--- src/design/phlm_pkg.sv ---
// ----------------------------------------------------------------------------
// phlm_pkg: shared types and constants of the peak-hold level meter
// Field widths, scaling constants, the segment ladder and the divider sizes.
// ----------------------------------------------------------------------------
`default_nettype none

package phlm_pkg;

   // number of deviation segments in use (1..16)
   localparam int SEGMENT_COUNT = 16;

   // item field widths
   localparam int DEV_W   = 16;
   localparam int LEVEL_W = 8;
   localparam int KHZ_W   = 14;
   localparam int SEG_W   = 5;
   localparam int BAR_W   = 7;
   localparam int TICK_W  = 8;
   localparam int FS_W    = 8;
   localparam int Q_W     = 10;   // bar ratio below full scale is < 1000

   // shared multiplier operand and product widths
   localparam int MUL_A_W = 27;
   localparam int MUL_B_W = 28;
   localparam int MUL_P_W = MUL_A_W + MUL_B_W;

   // shared divider: dividend (level * 1000) and divisor (full scale) widths
   localparam int DIV_N_W   = 18;
   localparam int DIV_D_W   = FS_W;
   localparam int DIV_CNT_W = $clog2(DIV_N_W);

   // kHz scaling: dev * 148 / 1000 == (dev * KHZ_RECIP) >> KHZ_SHIFT for any
   // 16-bit dev; KHZ_RECIP = ceil(148 * 2^24 / 1000)
   localparam logic [MUL_B_W-1:0] KHZ_RECIP  = MUL_B_W'(2483028);
   localparam int                 KHZ_SHIFT  = 24;
   // squared length: p / 1000000 == (p * LEN_RECIP) >> LEN_SHIFT for any
   // 27-bit p; LEN_RECIP = ceil(2^47 / 1000000)
   localparam logic [MUL_B_W-1:0] LEN_RECIP  = MUL_B_W'(140737489);
   localparam int                 LEN_SHIFT  = 47;
   localparam logic [MUL_B_W-1:0] RATIO_MULT = MUL_B_W'(1000);
   localparam logic [BAR_W-1:0]   BAR_MIN_LEN = BAR_W'(2);

   // configuration register indexes and reset values
   localparam int CSR_IDX_W = 2;
   localparam logic [CSR_IDX_W-1:0] CSR_HOLD_TICKS   = 2'd0;
   localparam logic [CSR_IDX_W-1:0] CSR_BAR_MAX      = 2'd1;
   localparam logic [CSR_IDX_W-1:0] CSR_SNR_FS       = 2'd2;
   localparam logic [CSR_IDX_W-1:0] CSR_STRENGTH_FS  = 2'd3;
   localparam int CSR_DATA_W = 8;

   localparam logic [TICK_W-1:0] HOLD_TICKS_RST  = 8'd15;
   localparam logic [BAR_W-1:0]  BAR_MAX_RST     = 7'd40;
   localparam logic [FS_W-1:0]   SNR_FS_RST      = 8'd31;
   localparam logic [FS_W-1:0]   STRENGTH_FS_RST = 8'd100;

   // ascending kHz thresholds of the segments
   localparam logic [KHZ_W-1:0] LADDER [16] = '{
      14'd1,   14'd10,  14'd20,  14'd35,  14'd50,  14'd70,  14'd95,  14'd125,
      14'd160, 14'd205, 14'd260, 14'd330, 14'd420, 14'd540, 14'd700, 14'd950
   };

   // segment state handed from the peak tracker to the top level
   typedef struct packed {
      logic [SEG_W-1:0] lit;
      logic [SEG_W-1:0] peak;
   } peak_status_type;

endpackage

`default_nettype wire

--- src/design/phlm_div.sv ---
// ----------------------------------------------------------------------------
// phlm_div: shared restoring divider
// Unsigned quotient, one quotient bit per cycle.
// ----------------------------------------------------------------------------
`default_nettype none

module phlm_div
   import phlm_pkg::*;
(
   input  wire logic               clock,
   input  wire logic               reset,
   input  wire logic               start,
   input  wire logic [DIV_N_W-1:0] dividend,
   input  wire logic [DIV_D_W-1:0] divisor,
   output logic                    done,
   output logic [DIV_N_W-1:0]      quotient
);

   logic                 busy_ff, busy_in;
   logic                 done_ff, done_in;
   logic [DIV_CNT_W-1:0] cnt_ff, cnt_in;
   logic [DIV_D_W-1:0]   rem_ff, rem_in;
   logic [DIV_N_W-1:0]   quo_ff, quo_in;

   logic [DIV_D_W:0]     shifted;
   logic [DIV_D_W+1:0]   diff;
   logic                 neg;

   // one trial subtraction per cycle
   always_comb begin
      shifted = {rem_ff, quo_ff[DIV_N_W-1]};
      diff    = {1'b0, shifted} - {2'b00, divisor};
      neg     = diff[DIV_D_W+1];

      busy_in = busy_ff;
      done_in = 1'b0;
      cnt_in  = cnt_ff;
      rem_in  = rem_ff;
      quo_in  = quo_ff;
      if (start) begin
         busy_in = 1'b1;
         cnt_in  = DIV_CNT_W'(DIV_N_W - 1);
         rem_in  = '0;
         quo_in  = dividend;
      end else if (busy_ff) begin
         rem_in = neg ? shifted[DIV_D_W-1:0] : diff[DIV_D_W-1:0];
         quo_in = {quo_ff[DIV_N_W-2:0], ~neg};
         cnt_in = cnt_ff - 1'b1;
         if (cnt_ff == '0) begin
            busy_in = 1'b0;
            done_in = 1'b1;
         end
      end
   end

   always_ff @(posedge clock) begin
      if (reset) begin
         busy_ff <= 1'b0;
         done_ff <= 1'b0;
         cnt_ff  <= '0;
      end else begin
         busy_ff <= busy_in;
         done_ff <= done_in;
         cnt_ff  <= cnt_in;
      end
      rem_ff <= rem_in;
      quo_ff <= quo_in;
   end

   assign done     = done_ff;
   assign quotient = quo_ff;

endmodule

`default_nettype wire

--- src/design/phlm_peak.sv ---
// ----------------------------------------------------------------------------
// phlm_peak: segment quantizer and peak-hold tracker
// Counts ladder rungs reached by the kHz value and runs hold-then-decay.
// ----------------------------------------------------------------------------
`default_nettype none

module phlm_peak
   import phlm_pkg::*;
(
   input  wire logic              clock,
   input  wire logic              reset,
   input  wire logic              update,
   input  wire logic [KHZ_W-1:0]  khz,
   input  wire logic [TICK_W-1:0] hold_ticks,
   output peak_status_type        status
);

   logic [SEG_W-1:0]  segs;
   logic [SEG_W-1:0]  peak_ff, peak_in;
   logic [TICK_W-1:0] timer_ff, timer_in;
   logic [SEG_W-1:0]  lit_ff, lit_in;

   // ladder is ascending, so the rungs reached are the rungs at or below khz
   always_comb begin
      segs = '0;
      for (int i = 0; i < SEGMENT_COUNT; i++) begin
         segs = segs + {{(SEG_W-1){1'b0}}, (khz >= LADDER[i])};
      end
   end

   // hold-then-decay
   always_comb begin
      peak_in  = peak_ff;
      timer_in = timer_ff;
      lit_in   = lit_ff;
      if (update) begin
         lit_in = segs;
         priority if (segs > peak_ff) begin
            peak_in  = segs;
            timer_in = hold_ticks;
         end else if (timer_ff != '0) begin
            timer_in = timer_ff - 1'b1;
         end else if (peak_ff != '0) begin
            peak_in = peak_ff - 1'b1;
         end
      end
   end

   always_ff @(posedge clock) begin
      if (reset) begin
         peak_ff  <= '0;
         timer_ff <= '0;
      end else begin
         peak_ff  <= peak_in;
         timer_ff <= timer_in;
      end
      lit_ff <= lit_in;
   end

   assign status.lit  = lit_ff;
   assign status.peak = peak_ff;

endmodule

`default_nettype wire

--- src/design/peak_hold_level_meter.sv ---
// ----------------------------------------------------------------------------
// peak_hold_level_meter: deviation meter with peak hold and two level bars
// Sequencer around one shared multiplier and one shared iterative divider.
// ----------------------------------------------------------------------------
// Usage:
//   req_*  : one meter update per item (deviation, strength, SNR readings).
//   rsp_*  : one result item per update: kHz value, lit segments, held peak,
//            SNR bar length and strength bar length.
//   csr_*  : register writes (hold ticks, bar maximum, SNR and strength full
//            scale); always ready, to be written only while the block is idle.
// Timing:
//   An update spends most of its time from acceptance to rsp_tvalid in two
//   passes through the 18-step restoring divider, one per bar ratio; kHz
//   scaling and the squared length use reciprocal multiplies on the shared
//   multiplier. One update is in work at a time and req_tready is high only
//   while the sequencer is idle, so the next update is taken only once the
//   last one has passed the output step.
// Reset:
//   Registers return to their default values, the peak and hold timer clear,
//   and no result is pending.
// Stall:
//   A result waits in the output register until taken. The next update can
//   be accepted meanwhile, and its result waits for the register to free.
// ----------------------------------------------------------------------------
`default_nettype none

module peak_hold_level_meter
   import phlm_pkg::*;
(
   input  wire logic                  clock,
   input  wire logic                  reset,
   // bits: deviation_raw[15:0], strength_level[23:16], snr_level[31:24]
   input  wire logic [31:0]           req_tdata,
   input  wire logic                  req_tvalid,
   output logic                       req_tready,
   // bits: deviation_khz[13:0], lit_segments[18:14], peak_segment[23:19],
   //       snr_bar_length[30:24], strength_bar_length[37:31], zero[39:38]
   output logic [39:0]                rsp_tdata,
   output logic                       rsp_tvalid,
   input  wire logic                  rsp_tready,
   input  wire logic                  csr_valid,
   output logic                       csr_ready,
   input  wire logic [CSR_IDX_W-1:0]  csr_index,
   input  wire logic [CSR_DATA_W-1:0] csr_data
);

   // sequencer states
   localparam logic [3:0] ST_IDLE    = 4'd0;
   localparam logic [3:0] ST_KHZ_MUL = 4'd1;
   localparam logic [3:0] ST_Q_MUL   = 4'd2;
   localparam logic [3:0] ST_Q_DIV   = 4'd3;
   localparam logic [3:0] ST_SQ_MUL  = 4'd4;
   localparam logic [3:0] ST_LEN_MUL = 4'd5;
   localparam logic [3:0] ST_LEN_RCP = 4'd6;
   localparam logic [3:0] ST_LEN_SAT = 4'd7;
   localparam logic [3:0] ST_OUT     = 4'd8;

   // configuration registers
   logic [TICK_W-1:0] hold_ticks_ff, hold_ticks_in;
   logic [BAR_W-1:0]  bar_max_ff, bar_max_in;
   logic [FS_W-1:0]   snr_fs_ff, snr_fs_in;
   logic [FS_W-1:0]   str_fs_ff, str_fs_in;

   // sequencer and datapath registers
   logic [3:0]         state_ff, state_in;
   logic               chan_ff, chan_in;     // 0: SNR bar, 1: strength bar
   logic               div_go_ff, div_go_in;
   logic [DEV_W-1:0]   dev_ff, dev_in;
   logic [LEVEL_W-1:0] str_ff, str_in;
   logic [LEVEL_W-1:0] snr_ff, snr_in;
   logic [KHZ_W-1:0]   khz_ff, khz_in;
   logic [Q_W-1:0]     q_ff, q_in;
   logic [MUL_A_W-1:0] prod_ff, prod_in;
   logic [BAR_W-1:0]   snr_len_ff, snr_len_in;
   logic [BAR_W-1:0]   str_len_ff, str_len_in;
   logic               rsp_valid_ff, rsp_valid_in;
   logic [39:0]        rsp_data_ff, rsp_data_in;

   logic [MUL_A_W-1:0] mul_a;
   logic [MUL_B_W-1:0] mul_b;
   logic [MUL_P_W-1:0] mul_p;
   logic               div_done;
   logic [DIV_N_W-1:0] quotient;
   logic               peak_update;
   peak_status_type    peak_status;

   logic               req_accept;
   logic               rsp_free;
   logic [LEVEL_W-1:0] level;
   logic [FS_W-1:0]    fs_eff;
   logic               full_bar;
   logic [BAR_W-1:0]   len_raw;
   logic [BAR_W-1:0]   len_min;
   logic [BAR_W-1:0]   len_final;

   assign csr_ready  = 1'b1;
   assign req_tready = (state_ff == ST_IDLE);
   assign req_accept = req_tvalid && req_tready;
   assign rsp_free   = !rsp_valid_ff || rsp_tready;

   // configuration writes
   always_comb begin
      hold_ticks_in = hold_ticks_ff;
      bar_max_in    = bar_max_ff;
      snr_fs_in     = snr_fs_ff;
      str_fs_in     = str_fs_ff;
      if (csr_valid) begin
         unique case (csr_index)
            CSR_HOLD_TICKS:  hold_ticks_in = csr_data;
            CSR_BAR_MAX:     bar_max_in    = csr_data[BAR_W-1:0];
            CSR_SNR_FS:      snr_fs_in     = csr_data;
            CSR_STRENGTH_FS: str_fs_in     = csr_data;
            default:         hold_ticks_in = hold_ticks_ff;
         endcase
      end
   end

   // bar channel selection; a full scale of zero acts as one
   assign level  = chan_ff ? str_ff : snr_ff;
   assign fs_eff = chan_ff ? ((str_fs_ff == '0) ? FS_W'(1) : str_fs_ff)
                           : ((snr_fs_ff == '0) ? FS_W'(1) : snr_fs_ff);
   // at or above full scale the ratio is >= 1000 and the bar saturates
   assign full_bar = (level >= fs_eff);

   // minimum of two for a nonzero reading, then saturate at the bar maximum
   assign len_raw   = prod_ff[BAR_W-1:0];
   assign len_min   = ((len_raw < BAR_MIN_LEN) && (level != '0)) ? BAR_MIN_LEN : len_raw;
   assign len_final = (full_bar || (len_min > bar_max_ff)) ? bar_max_ff : len_min;

   // shared multiplier operands
   always_comb begin
      unique case (state_ff)
         ST_KHZ_MUL: begin
            mul_a = MUL_A_W'(dev_ff);
            mul_b = KHZ_RECIP;
         end
         ST_Q_MUL: begin
            mul_a = MUL_A_W'(level);
            mul_b = RATIO_MULT;
         end
         ST_SQ_MUL: begin
            mul_a = MUL_A_W'(q_ff);
            mul_b = MUL_B_W'(q_ff);
         end
         ST_LEN_MUL: begin
            mul_a = prod_ff;
            mul_b = MUL_B_W'(bar_max_ff);
         end
         ST_LEN_RCP: begin
            mul_a = prod_ff;
            mul_b = LEN_RECIP;
         end
         default: begin
            mul_a = '0;
            mul_b = '0;
         end
      endcase
   end

   assign mul_p = mul_a * mul_b;

   // peak tracker takes the new kHz value once, at the first bar step
   assign peak_update = (state_ff == ST_Q_MUL) && !chan_ff;

   // sequencer
   always_comb begin
      state_in     = state_ff;
      chan_in      = chan_ff;
      div_go_in    = 1'b0;
      dev_in       = dev_ff;
      str_in       = str_ff;
      snr_in       = snr_ff;
      khz_in       = khz_ff;
      q_in         = q_ff;
      prod_in      = prod_ff;
      snr_len_in   = snr_len_ff;
      str_len_in   = str_len_ff;
      rsp_data_in  = rsp_data_ff;
      rsp_valid_in = rsp_valid_ff && !rsp_tready;

      unique case (state_ff)
         ST_IDLE: begin
            if (req_accept) begin
               dev_in   = req_tdata[15:0];
               str_in   = req_tdata[23:16];
               snr_in   = req_tdata[31:24];
               chan_in  = 1'b0;
               state_in = ST_KHZ_MUL;
            end
         end
         ST_KHZ_MUL: begin
            khz_in   = mul_p[KHZ_SHIFT +: KHZ_W];
            state_in = ST_Q_MUL;
         end
         ST_Q_MUL: begin
            prod_in   = mul_p[MUL_A_W-1:0];
            div_go_in = 1'b1;
            state_in  = ST_Q_DIV;
         end
         ST_Q_DIV: begin
            if (div_done) begin
               q_in     = quotient[Q_W-1:0];
               state_in = ST_SQ_MUL;
            end
         end
         ST_SQ_MUL: begin
            prod_in  = mul_p[MUL_A_W-1:0];
            state_in = ST_LEN_MUL;
         end
         ST_LEN_MUL: begin
            prod_in  = mul_p[MUL_A_W-1:0];
            state_in = ST_LEN_RCP;
         end
         // divide by one million through the reciprocal
         ST_LEN_RCP: begin
            prod_in  = MUL_A_W'(mul_p[LEN_SHIFT +: BAR_W]);
            state_in = ST_LEN_SAT;
         end
         ST_LEN_SAT: begin
            if (chan_ff) begin
               str_len_in = len_final;
               state_in   = ST_OUT;
            end else begin
               snr_len_in = len_final;
               chan_in    = 1'b1;
               state_in   = ST_Q_MUL;
            end
         end
         ST_OUT: begin
            if (rsp_free) begin
               rsp_data_in  = {2'b00, str_len_ff, snr_len_ff, peak_status.peak,
                               peak_status.lit, khz_ff};
               rsp_valid_in = 1'b1;
               state_in     = ST_IDLE;
            end
         end
         default: begin
            state_in = ST_IDLE;
         end
      endcase
   end

   always_ff @(posedge clock) begin
      if (reset) begin
         hold_ticks_ff <= HOLD_TICKS_RST;
         bar_max_ff    <= BAR_MAX_RST;
         snr_fs_ff     <= SNR_FS_RST;
         str_fs_ff     <= STRENGTH_FS_RST;
         state_ff      <= ST_IDLE;
         chan_ff       <= 1'b0;
         div_go_ff     <= 1'b0;
         rsp_valid_ff  <= 1'b0;
      end else begin
         hold_ticks_ff <= hold_ticks_in;
         bar_max_ff    <= bar_max_in;
         snr_fs_ff     <= snr_fs_in;
         str_fs_ff     <= str_fs_in;
         state_ff      <= state_in;
         chan_ff       <= chan_in;
         div_go_ff     <= div_go_in;
         rsp_valid_ff  <= rsp_valid_in;
      end
      dev_ff      <= dev_in;
      str_ff      <= str_in;
      snr_ff      <= snr_in;
      khz_ff      <= khz_in;
      q_ff        <= q_in;
      prod_ff     <= prod_in;
      snr_len_ff  <= snr_len_in;
      str_len_ff  <= str_len_in;
      rsp_data_ff <= rsp_data_in;
   end

   assign rsp_tvalid = rsp_valid_ff;
   assign rsp_tdata  = rsp_data_ff;

   phlm_div u_div (
      .clock    (clock),
      .reset    (reset),
      .start    (div_go_ff),
      .dividend (prod_ff[DIV_N_W-1:0]),
      .divisor  (fs_eff),
      .done     (div_done),
      .quotient (quotient)
   );

   phlm_peak u_peak (
      .clock      (clock),
      .reset      (reset),
      .update     (peak_update),
      .khz        (khz_ff),
      .hold_ticks (hold_ticks_ff),
      .status     (peak_status)
   );

   // an accepted item always starts the sequence
   a_accept_starts: assert property (@(posedge clock) disable iff (reset)
      req_accept |=> (state_ff == ST_KHZ_MUL))
      else $error("accepted item did not start the sequence");

   // divider completes only while the sequencer waits for it
   a_div_done_state: assert property (@(posedge clock) disable iff (reset)
      div_done |-> (state_ff == ST_Q_DIV))
      else $error("divider finished outside a divide step");

   // a new result appears only from the output step
   a_rsp_from_out: assert property (@(posedge clock) disable iff (reset)
      (rsp_tvalid && !$past(rsp_tvalid && !rsp_tready) && !$past(reset))
         |-> $past(state_ff == ST_OUT))
      else $error("result presented without passing the output step");

   // divider start is issued only right after a multiply step
   a_go_after_mul: assert property (@(posedge clock) disable iff (reset)
      div_go_ff |-> (state_ff == ST_Q_DIV))
      else $error("divider started outside a divide step");

endmodule

`default_nettype wire
--- config.mk ---
export PLATFORM = sky130hd
export DESIGN_NAME = peak_hold_level_meter
export DESIGN_NICKNAME = d
export VERILOG_FILES = /design/src/design/phlm_pkg.sv /design/src/design/phlm_div.sv /design/src/design/phlm_peak.sv /design/src/design/peak_hold_level_meter.sv
export SDC_FILE = /design/constraint.sdc
export NUM_CORES = 2
export LEC_CHECK = 0
export ABC_AREA = 1
export ABC_CLOCK_PERIOD_IN_PS = 9500
export BUFFER_PORTS_ARGS = -buffer_cell sky130_fd_sc_hd__buf_2
export CAP_MARGIN = 20
export CORE_UTILIZATION = 35
export CTS_BUF_LIST = sky130_fd_sc_hd__clkbuf_4 sky130_fd_sc_hd__clkbuf_8
export DETAILED_ROUTE_END_ITERATION = 8
export PLACE_DENSITY = 0.54
export SLEW_MARGIN = 0
export SYNTH_ARGS = -nofsm -noshare
export SYNTH_HDL_FRONTEND = slang
export SYNTH_SLANG_ARGS = --single-unit
export TNS_END_PERCENT = 100
--- constraint.sdc ---
create_clock -name clock -period 9.5 [get_ports clock]
set_clock_uncertainty 0.2 [all_clocks]
set_input_delay 1.9 -clock clock [delete_from_list [all_inputs] [get_ports clock]]
set_output_delay 1.9 -clock clock [all_outputs]
set_load 0.1 [all_outputs]
==> flow_results.xml <==
<?xml version="1.0" encoding="UTF-8"?>
<metrics>
  <group name="timing">
    <metric name="layout_worst_path_cycle_share" unit="%">86.27</metric>
    <metric name="final-hold-violation-count" unit="">0</metric>
    <metric name="period_minus_slack" unit="ns">8.196</metric>
    <metric name="setup_violating_endpoint_count_in_the_final_report" unit="">0</metric>
    <metric name="tightestPinTransition" unit="ns">1.009</metric>
    <metric name="normalized_max_slew_margin" unit="%">32.49</metric>
    <metric name="maxSlewViolCount" unit="">0</metric>
    <metric name="setup_tns" unit="ns">0</metric>
    <metric name="unrepaired_setup_endpoints_after_global_routing" unit="">false</metric>
    <metric name="max_clock_freq" unit="MHz">122.0</metric>
    <metric name="fin_ws" unit="ns">1.304</metric>
  </group>
  <group name="routing">
    <metric name="detail_route.wirelength" unit="um">87460</metric>
    <metric name="antenna_violating_nets_post_route" unit="">0</metric>
    <metric name="vias" unit="">22079</metric>
    <metric name="vias_per_cell" unit="">4.615</metric>
    <metric name="drt-initial-drc-count" unit="">1417</metric>
    <metric name="drc" unit="">0</metric>
    <metric name="drtPass1Iterations" unit="">6</metric>
    <metric name="detail_route.wl_per_cell" unit="um">18.28</metric>
  </group>
  <group name="logic_synthesis">
    <metric name="synth_edf_count" unit="">158</metric>
    <metric name="synth_area" unit="um2">29730</metric>
    <metric name="synth_fa_ha_area_share" unit="%">44.49</metric>
    <metric name="synth_seq_area_share" unit="%">20.40</metric>
    <metric name="main_combinational_cell_family_by_area_after_synthesis" unit="">adder cells</metric>
    <metric name="synth_top_area_share" unit="%">31.99</metric>
    <metric name="yosysTopAreaCell" unit="">fa_1</metric>
    <metric name="number_of_warnings_reported_in_the_yosys_synthesis_log" unit="">0</metric>
    <metric name="synth_area_per_cell" unit="um2">8.526</metric>
    <metric name="synth.area.mux_share" unit="%">0.06734</metric>
    <metric name="syn-instance-count" unit="">3487</metric>
    <metric name="synth.lib_cells_used.distinct" unit="">57</metric>
    <metric name="synth-main-ff-cell" unit="">edfxtp_1</metric>
    <metric name="synth_compound_area_share" unit="%">4.508</metric>
    <metric name="post_synth_xor_area_fraction" unit="%">0.8544</metric>
    <metric name="ys_ff_latch" unit="">224</metric>
    <metric name="synthArstFlopShare" unit="%">0</metric>
    <metric name="synth.area.top_cells" unit="">fa_1 32%, edfxtp_1 16%, ha_1 13%, inv_1 12%, nand2_1 8.9%</metric>
    <metric name="synth-simple-area-share" unit="%">16.14</metric>
  </group>
  <group name="clock_network">
    <metric name="clock_sink_count" unit="">224</metric>
    <metric name="postCtsSetupRepairBufs" unit="">0</metric>
    <metric name="tritoncts_clock_tree" unit="">built</metric>
    <metric name="h-tree-depth" unit="">2</metric>
    <metric name="post_cts_resize_count" unit="">0</metric>
    <metric name="worst_setup_hold_path_clk_slew" unit="ns">0.06</metric>
    <metric name="cts.path.max_buffers" unit="">3</metric>
    <metric name="clock-root-buffer" unit="">clkbuf_8</metric>
    <metric name="cts_inserted_buffers" unit="">42</metric>
    <metric name="hold_buffers" unit="">0</metric>
    <metric name="later_pin_clock_latency_in_the_skew_report" unit="ns">0.61</metric>
  </group>
  <group name="layout">
    <metric name="finish.cell_count_without_fillers" unit="">4784</metric>
    <metric name="fin_nets" unit="">4435</metric>
    <metric name="number_of_antenna_diodes" unit="">0</metric>
    <metric name="sequential_cell_area" unit="um2">6066</metric>
    <metric name="most_used_cells_in_the_layout_excluding_fill_and_tap_cells" unit="">964 x inv_1, 704 x nand2_1, 475 x fa_1, 312 x nor2_1, 297 x ha_1</metric>
    <metric name="layout-area-overhead-vs-synth" unit="%">9.844</metric>
    <metric name="area_used_by_multi_input_combinational_logic" unit="um2">19760</metric>
    <metric name="final_standard_cell_utilization_of_the_core" unit="%">38.96</metric>
    <metric name="n_fill_cell" unit="">8702</metric>
    <metric name="proportion_of_layout_cells_with_a_drive_suffix_above_1" unit="%">7.342</metric>
    <metric name="layout_commonest_cell" unit="">inv_1</metric>
  </group>
  <group name="run">
    <metric name="max_cap_viol_count" unit="">0</metric>
  </group>
  <group name="worst_setup_path">
    <metric name="slowest_delay" unit="ns">0.62</metric>
    <metric name="worst-endpoint-required" unit="ns">9.66</metric>
    <metric name="worst-endpoint-arrival" unit="ns">8.35</metric>
    <metric name="timing.critical_path.from_type" unit="">flip-flop</metric>
    <metric name="rr_worst_depth" unit="">33</metric>
    <metric name="slowest_stage" unit="">dfxtp_1</metric>
    <metric name="path_class" unit="">flip-flop to flip-flop</metric>
    <metric name="critical_path.endpoint_type" unit="">flip-flop</metric>
    <metric name="path_max_fanout" unit="">12</metric>
  </group>
  <group name="global_route">
    <metric name="grt_pass1_wl" unit="um">134400</metric>
    <metric name="grt_antenna_before_repair" unit="">1</metric>
    <metric name="grt_pass1_vias" unit="">22626</metric>
    <metric name="grt_util_all_layers" unit="%">20.74</metric>
    <metric name="grt_max_degree" unit="">89</metric>
    <metric name="overflow" unit="">0</metric>
  </group>
  <group name="die">
    <metric name="fp.dieArea" unit="um2">86110</metric>
    <metric name="rows" unit="">106</metric>
    <metric name="num_io_pins" unit="">90</metric>
    <metric name="core_area" unit="um2">83820</metric>
    <metric name="initial_core_util" unit="%">35.47</metric>
    <metric name="die_w" unit="um">293.4</metric>
    <metric name="fp.dieH" unit="um">293.4</metric>
  </group>
  <group name="placement">
    <metric name="gp_weighted_congestion" unit="">0.9789</metric>
    <metric name="io_buffer_count" unit="">86</metric>
    <metric name="dp.cells" unit="">4706</metric>
    <metric name="dp_worst_setup_slack" unit="ns">1.349</metric>
    <metric name="dp.final_hpwl" unit="um">74430</metric>
  </group>
  <group name="pwr">
    <metric name="leakagePower" unit="nW">17.30</metric>
    <metric name="power_per_cell_area" unit="nW/um2">172.7</metric>
    <metric name="max-vdd-ir-drop" unit="mV">0.1266</metric>
  </group>
  <group name="outcome">
    <metric name="run_status" unit="">finished clean</metric>
  </group>
  <group name="hold_path">
    <metric name="min_path_cells" unit="">0</metric>
    <metric name="worst_hold_path_type" unit="">flip-flop to flip-flop</metric>
  </group>
</metrics>
critical path: cells and delay by family, from the launching register on:
kind / cells / cell delay (ns)
and+or+nand+nor: 14 / 2.04
adders and majority gates: 8 / 3.80
AOI/OAI and AO/OA: 2 / 0.30
buffers and inverters: 9 / 0.99
DFF: 1 / 0.62
path summary, 6_finish.rpt:
path | slack, ns | from | to
setup / recovery | 1.30 | chan_ff$_SDFFE_PP0P_ | prod_ff[4]$_DFFE_PP_
hold / removal | 0.22 | u_peak.lit_ff[3]$_DFFE_PP_ | rsp_tdata[17]$_DFFE_PP_
setup reg to reg | 1.30 | chan_ff$_SDFFE_PP0P_ | prod_ff[4]$_DFFE_PP_
hold reg to reg | 0.22 | u_peak.lit_ff[3]$_DFFE_PP_ | rsp_tdata[17]$_DFFE_PP_
flip-flops by register name, indices dropped and copies added, names as in the netlist, 5 cells and up:
register	flops
str_ff	8
snr_ff	8
u_div.rem_ff	8
snr_fs_ff	8
dev_ff	16
bar_max_ff	7
q_ff	10
u_peak.lit_ff	5
snr_len_ff	7
str_len_ff	7
u_peak.timer_ff	8
khz_ff	14
hold_ticks_ff	8
str_fs_ff	8
prod_ff	27
u_div.cnt_ff	5
u_peak.peak_ff	5
u_div.quotient	18
rsp_tdata	38
metrics by stage:
step / area (um2) / total power, mW / hold slack (ns)
CTS: 32660 / 5.688 / 0.2165
detailed placement: 31650 / 4.527 / 0.2045
global placement: 31650 / 4.519 / 0.2051
finish: 32660 / 5.638 / 0.2170
global route: 32660 / 6.183 / 0.2276
floorplan: 29810 / 3.592 / 0.2003
synth_stat cells (3+ instances only):
| cell | instances |
|---|---|
| a21oi_1 | 99 |
| a31oi_1 | 15 |
| and2_1 | 4 |
| buf_1 | 6 |
| buf_2 | 20 |
| buf_4 | 5 |
| clkbuf_1 | 20 |
| clkinv_1 | 3 |
| dfxtp_1 | 66 |
| edfxtp_1 | 158 |
| fa_1 | 475 |
| ha_1 | 297 |
| inv_1 | 964 |
| inv_2 | 23 |
| inv_4 | 4 |
| nand2_1 | 705 |
| nand2_2 | 4 |
| nand2_4 | 3 |
| nand3_1 | 54 |
| nand3b_1 | 3 |
| nand4_1 | 19 |
| nor2_1 | 313 |
| nor2_2 | 11 |
| nor2_4 | 11 |
| nor2_8 | 3 |
| nor3_1 | 20 |
| o211ai_1 | 16 |
| o21ai_0 | 94 |
| o21bai_1 | 4 |
| or2_2 | 4 |
| xnor2_1 | 14 |
| xor2_1 | 15 |
report_power, final:
part	internal (mW)	leakage [nW]	switching [mW]
registers	1.28	2.00	0.133
logic	1.01	14.8	2.09
clock network	0.670	0.525	0.456
total	2.96	17.3	2.67
area by class of cell:
class | instances | share of cell area [%]
Tap cell | 1134 | 4.345
Multi-Input combinational cell | 2238 | 60.50
Clock buffer | 56 | 2.226
Sequential cell | 224 | 18.58
Clock inverter | 22 | 0.8506
Timing Repair Buffer | 116 | 2.046
Inverter | 994 | 11.46
cells by family after synthesis:
kind of cell | after synthesis
simple gates | 1166
other cells | 2
compound gates | 244
fa+ha+maj | 772
buf+inv | 1048
flops | 224
xor+xnor | 29
mux | 2
per-layer routing:
layer,global-route usage [%],wire length (um),vias up
li1,-,-,10607
met1,27.70,38190,10692
met2,34.88,41560,659
met3,3.109,5405,121
met4,5.666,2296,0
met5,0,0,-
No activity file was read; power rests on OpenSTA's default activity.
